--- config.mk ---
export PLATFORM = sky130hd
export DESIGN_NAME = bpcw_ctrl
export DESIGN_NICKNAME = d
export VERILOG_FILES = /design/src/rtl/core/bpcw_pkg.sv /design/src/rtl/core/bpcw_ctrl.sv
export SDC_FILE = /design/constraint.sdc
export NUM_CORES = 1
export LEC_CHECK = 0
export BUFFER_PORTS_ARGS = -buffer_cell sky130_fd_sc_hd__buf_2
export CAP_MARGIN = 20
export CELL_PAD_IN_SITES_DETAIL_PLACEMENT = 0
export CELL_PAD_IN_SITES_GLOBAL_PLACEMENT = 1
export CORE_MARGIN = 5
export CORE_UTILIZATION = 29
export DETAILED_ROUTE_END_ITERATION = 16
export GPL_ROUTABILITY_DRIVEN = 0
export PLACE_DENSITY_LB_ADDON = 0.2
export SKIP_LAST_GASP = 1
export SYNTH_ARGS = -nofsm -noshare
export SYNTH_HDL_FRONTEND = slang
export SYNTH_SLANG_ARGS = --single-unit
--- constraint.sdc ---
create_clock -name clk -period 2.3 [get_ports clk]
set_clock_uncertainty 0.1 [all_clocks]
set_input_delay 0.23 -clock clk [delete_from_list [all_inputs] [get_ports clk]]
set_output_delay 0.23 -clock clk [all_outputs]
set_load 0.005 [all_outputs]
--- src/rtl/core/bpcw_pkg.sv ---
// ----------------------------------------------------------------------------
// bpcw_pkg
// Shared widths, codes and control types of the BSP point contents walk.
// ----------------------------------------------------------------------------
package bpcw_pkg;

  localparam int unsigned NODE_COUNT_DEF = 4096;
  localparam int unsigned MAX_STEPS_DEF  = 64;

  localparam int unsigned IDX_W       = 12;
  localparam int unsigned CHILD_W     = 13;
  localparam int unsigned TYPE_W      = 3;
  localparam int unsigned NORM_W      = 18;
  localparam int unsigned COORD_W     = 32;
  localparam int unsigned CONT_W      = 5;
  localparam int unsigned FRAC_W      = 16;
  localparam int unsigned PROD_W      = NORM_W + COORD_W;
  localparam int unsigned AXIAL_TYPES = 3;
  localparam int unsigned PADDR_W     = 3;
  localparam int unsigned PDATA_W     = 32;

  localparam int unsigned PLANE_W = TYPE_W + 3 * NORM_W;
  localparam int unsigned LINK_W  = COORD_W + 2 * CHILD_W;

  localparam logic OP_WRITE = 1'b0;
  localparam logic OP_QUERY = 1'b1;

  localparam logic REG_FIRST = 1'b0;
  localparam logic REG_LAST  = 1'b1;

  localparam logic [IDX_W-1:0] FIRST_RESET = '0;
  localparam logic [IDX_W-1:0] LAST_RESET  = '1;

  localparam logic signed [CHILD_W-1:0] LEAF_MIN = CHILD_W'(-16);

  typedef enum logic [1:0] {
    AXIS_X,
    AXIS_Y,
    AXIS_Z
  } axis_t;

  typedef enum logic [1:0] {
    ACC_HOLD,
    ACC_LOAD,
    ACC_ADD
  } acc_op_t;

  typedef enum logic [1:0] {
    RES_LEAF,
    RES_BAD,
    RES_DEEP
  } result_kind_t;

  typedef struct packed {
    logic         mem_write;
    logic         load_query;
    logic         mem_read;
    logic         mul_en;
    axis_t        mul_sel;
    acc_op_t      acc_op;
    logic         step_axial;
    logic         step_general;
    logic         load_result;
    result_kind_t kind;
  } bpcw_cmd_t;

  typedef struct packed {
    logic is_leaf;
    logic out_of_range;
    logic step_limit;
    logic axial;
  } bpcw_stat_t;

endpackage

--- src/rtl/core/bpcw_ctrl.sv ---
// ----------------------------------------------------------------------------
// bpcw_ctrl
// Walk sequencer: accepts items, steps the datapath through each tree level
// and holds the result valid flag.
// ----------------------------------------------------------------------------
module bpcw_ctrl (
  input  logic                  clk,
  input  logic                  rst,
  input  logic                  req_valid,
  input  logic                  req_opcode,
  output logic                  req_ready,
  output logic                  rsp_valid,
  input  logic                  rsp_ready,
  input  bpcw_pkg::bpcw_stat_t  stat,
  output bpcw_pkg::bpcw_cmd_t   cmd
);
  import bpcw_pkg::*;

  typedef enum logic [2:0] {
    S_IDLE,
    S_CHECK,
    S_MUL0,
    S_MUL1,
    S_MUL2,
    S_MUL3,
    S_FINISH
  } state_t;

  state_t       state;
  state_t       state_next;
  result_kind_t kind;
  result_kind_t kind_next;

  assign req_ready = (state == S_IDLE);

  always_comb begin
    cmd        = '0;
    state_next = state;
    kind_next  = kind;
    case (state)
      S_IDLE: begin
        if (req_valid) begin
          if (req_opcode == OP_QUERY) begin
            cmd.load_query = 1'b1;
            state_next     = S_CHECK;
          end else begin
            cmd.mem_write = 1'b1;
          end
        end
      end
      S_CHECK: begin
        if (stat.is_leaf) begin
          kind_next  = RES_LEAF;
          state_next = S_FINISH;
        end else if (stat.out_of_range) begin
          kind_next  = RES_BAD;
          state_next = S_FINISH;
        end else if (stat.step_limit) begin
          kind_next  = RES_DEEP;
          state_next = S_FINISH;
        end else begin
          cmd.mem_read = 1'b1;
          state_next   = S_MUL0;
        end
      end
      S_MUL0: begin
        if (stat.axial) begin
          cmd.step_axial = 1'b1;
          state_next     = S_CHECK;
        end else begin
          cmd.mul_en  = 1'b1;
          cmd.mul_sel = AXIS_X;
          state_next  = S_MUL1;
        end
      end
      S_MUL1: begin
        cmd.mul_en  = 1'b1;
        cmd.mul_sel = AXIS_Y;
        cmd.acc_op  = ACC_LOAD;
        state_next  = S_MUL2;
      end
      S_MUL2: begin
        cmd.mul_en  = 1'b1;
        cmd.mul_sel = AXIS_Z;
        cmd.acc_op  = ACC_ADD;
        state_next  = S_MUL3;
      end
      S_MUL3: begin
        cmd.step_general = 1'b1;
        state_next       = S_CHECK;
      end
      S_FINISH: begin
        if (!rsp_valid || rsp_ready) begin
          cmd.load_result = 1'b1;
          cmd.kind        = kind;
          state_next      = S_IDLE;
        end
      end
      default: begin
        state_next = S_IDLE;
      end
    endcase
  end

  always_ff @(posedge clk) begin
    if (rst) begin
      state     <= S_IDLE;
      kind      <= RES_LEAF;
      rsp_valid <= 1'b0;
    end else begin
      state <= state_next;
      kind  <= kind_next;
      if (cmd.load_result) begin
        rsp_valid <= 1'b1;
      end else if (rsp_ready) begin
        rsp_valid <= 1'b0;
      end
    end
  end
endmodule

## After elaboration in Yosys (flattened, before gate mapping)

Cells that the tools add are included.
W data, S select, Z words.

- Bits of input ports: 9
- Logic and storage cells: 48
- Output and inout bits: 15
- Flip-flop bits (word level): 6

- Equality and inequality tests: 9
- Reductions and logical operators: 7
- Muxes and demuxes: 29

Operators with widths:

| kind | number |
|---|---|
| $mux W3 | 9 |
| $pmux W3 S7 | 1 |
| $mux W2 | 6 |
| $mux W1 | 11 |
| $eq A3 B3 Y1 const B | 3 |
| $pmux W3 S3 | 1 |
| $eq A3 B2 Y1 const B | 2 |
| $ne A2 B2 Y1 const B | 3 |
| $pmux W2 S2 | 1 |
| $eq A3 B1 Y1 const B | 1 |
| $logic_not A3 Y1 | 1 |
| $reduce_and A3 Y1 | 1 |
| $reduce_bool A3 Y1 | 1 |
| $reduce_and A2 Y1 | 1 |
| $reduce_bool A2 Y1 | 1 |
| $logic_not A1 Y1 | 1 |
| $logic_or A1 B1 Y1 | 1 |

## Longest topological paths before layout

- Depth after elaboration: 5
- Depth in mapped cells: 4
- Depth with buffers taken out: 3

## Worst setup path after synthesis

No wires, ideal clock.

- Kind: register -> output
- Start point: register state[0]
- End point: output cmd[10] (netlist name)
- Stages on the path, launching flop included: 4
- Setup slack: 0.944 ns
- Required time: 1.970 ns
- Buffers on the path: 1
- Arrival time: 1.026 ns
- Cell sequence: dfxtp_1 buf_2 or3b_1 nor4_2

RTL lines:

| element | line | text |
|---|---|---|
| start, declared | bpcw_ctrl.sv:29 | `state_t state;` |
| start signal, assigned | bpcw_ctrl.sv:111 | `state <= state_next;` |
| end, declared | bpcw_ctrl.sv:15 | `output bpcw_pkg::bpcw_cmd_t cmd` |

==> results by group <==
Run status
  – Run status: complete, no violations

Worst setup path
  – R2R Setup Slk: 0.87 ns
  – CP Capture Type: output pin
  – Critical path type: flip-flop to output pin
  – Crit path required time: 1.97 ns
  – RR Endpoint: state[1]$_SDFFE_PP0P_
  – Worst Path Arrival: 1.47 ns
  – CP Launch Type: flip-flop
  – Critical R2R Launch: state[1]$_SDFFE_PP0P_
  – R2R cell count: 3
  – Crit Path Max Fanout: 10

Floorplan
  – Die ar.: 2230 µm²
  – I/O pins: 24
  – Row Count: 13
  – Starting Density: 31.0%
  – Die Ht: 47.3 µm
  – Core ar.: 1300 µm²
  – Die Width: 47.3 µm

Min path
  – Min-delay src: rst
  – Hold Crit Class: primary input to flip-flop
  – WHS Endpoint: kind[0]$_SDFFE_PP0P_
  – Worst hold path cell count: 2

Clock tree
  – Sink Count: 6
  – Postcts setup bufs: 0
  – Clock buffer count from CTS: 3
  – Worst-path clk slew: 0.05 ns
  – Root buf cell: clkbuf_4
  – CTS tree: built
  – Worst-Skew Late Latency: 0.24 ns
  – # H-tree levels: 1
  – # hold bufs at CTS: 0
  – Post_cts resized: 0
  – Max Root-Sink Buffers: 2

Logic synthesis
  – EDFF count, synth: 0
  – Post-Syn Area: 403 µm²
  – Synthesized Nets: 58
  – Asr flop ratio synth: 0%
  – Ys flop type: dfxtp_1
  – Sequential area share after synthesis: 29.8%
  – Mapped Cells: 49
  – Distinct cells, synth: 27
  – Synthesized flop and latch total: 6
  – Syn avg cell area: 8.22 µm²
  – Yosys Warn Count: 0

Layout
  – Utilization after layout: 40.8%
  – Layout area overhead: 31.7%
  – N_diodes: 0
  – Nets: 82
  – Share of post-route cells with drive strength above 1: 42.3%
  – # fillers: 151
  – Footprint of the multi-input gates: 246 µm²
  – Register Area: 120 µm²
  – Fin area: 531 µm²

STA
  – RSZ-0062 raised after global routing: false
  – Max Fclk: 0.555 GHz
  – Fin crit share: 78.3%
  – Hold Fails Final Rpt: 0
  – Fin. max-slew vios: 0
  – Tightest Pin Transition: 0.401 ns
  – Setup TNS: 0 ns
  – Final setup viols: 0
  – Final setup margin: 0.498 ns
  – Headroom to the max-slew limit: 73.2%
  – Min cycle time layout: 1.80 ns

Route
  – DRC violations left: 0
  – DRT antenna net count: 0
  – WL per Instance: 10.8 µm
  – Vias per cell: 4.97
  – 1st-pass router iterations: 4
  – Routed via count: 427
  – DRT iter0 DRCs: 8
  – Routed WL: 932 µm

GRT
  – Initial antenna violation count: 0
  – Pin count of the biggest net entering global routing: 16
  – First-pass GRT wire length: 1410 µm
  – Total GRT Usage: 9.48%
  – Vias in the first global route: 342
  – GR Overflow Total: 0

Flow run
  – Max-Cap Viols: 0

Pwr
  – Pwr Density: 572 nW/µm²
  – Lkg Pwr: 0.269 nW
  – Peak supply drop: 231 µV

Placed design
  – Hpwl dp: 750 µm
  – Place WS: 0.749 ns
  – IO Port Bufs: 23
  – Placed Area: 508 µm²
-- synth_stat cells, types with 2 or more instances --
cell      instances  share of area, %
dfxtp_1           6                30
a21oi_1           4               5.0
nor2_1            4               3.7
nor3_1            4               5.0
and3_1            3               4.7
and2_1            2               3.1
buf_2             2               2.5
inv_1             2               1.9
nand2_1           2               1.9
nand3b_1          2               3.7
nor3b_1           2               3.7
-- flip-flops by register name (all words and copies together) (netlist names) --
signal and flops:
state 3, rsp_valid 1, kind 2
-- cell usage in the layout, fill, tap and decap left out, drive strengths merged, types with 2 or more instances in the layout --
cell type  netlist  routed
nand2            2       2
nor3             4       4
nor2             4       4
dfxtp            6       6
nor4             2       2
nand3b           2       2
and3             3       3
buf              4      23
inv              2       2
and2             2       2
nor3b            2       2
clkbuf           0       3
a21oi            4       4
-- per-layer routing --
layer	global-route usage [%]	vias to the layer above	routed length [µm]	share of wire [%]
met3	4.60	0	129	14
met2	12.6	19	376	40
met4	6.63	0	0	0
li1	-	225	-	-
met1	11.8	183	427	46
met5	0	-	0	0
-- critical path, cell delays in order (launching register included) --
cell and delay (ns):
dfxtp_1 0.46, or3b_1 0.47, nor4_2 0.15, buf_2 0.15
-- power by group --
part / total [mW] / internal, mW / leakage (nW) / switching (mW)
Sequential: 0.129 / 0.113 / 0.0489 / 0.0163
Combinational: 0.0806 / 0.0416 / 0.206 / 0.0390
Clock: 0.0934 / 0.0588 / 0.0138 / 0.0346
-- layout make-up --
class / instances / area share (%)
multi-input cells: 37 / 46.5
well taps: 15 / 3.54
clock buffers: 3 / 4.25
inverters: 2 / 1.42
flip-flops and latches: 6 / 22.6
repair buffers: 23 / 21.7
-- cells by family (layout without fill, tap and decap cells) --
family          count (synthesis)  count (layout)  share of synthesized area [%]
simple gates                   26              26                           41.0
buf+inv                         6              28                           9.01
compound gates                 11              11                           20.2
flops                           6               6                           29.8
-- how the worst max path moves through the flow --
stage,start,cells after the start,end,slack [ns]
CTS,state[0]$_SDFFE_PP0P_,3,cmd[10],0.47
detailed placement,state[0]$_SDFFE_PP0P_,3,cmd[10],0.75
finish,state[0]$_SDFFE_PP0P_,3,cmd[10],0.50
global route,state[1]$_SDFFE_PP0P_,4,cmd[1],0.33
global placement,state[0]$_SDFFE_PP0P_,3,cmd[10],0.72
floorplan,state[0]$_SDFFE_PP0P_,3,cmd[10],0.94
-- per-stage QoR --
stage                     cells  hold WS, ns  total power, mW
final                        86        0.140            0.303
after global routing         86        0.150            0.330
after CTS                    86        0.128            0.313
after detailed placement     83        0.375            0.213
after global placement       83        0.375            0.215
after floorplan              49        0.199            0.186
Power figures use the tool's default switching activity.
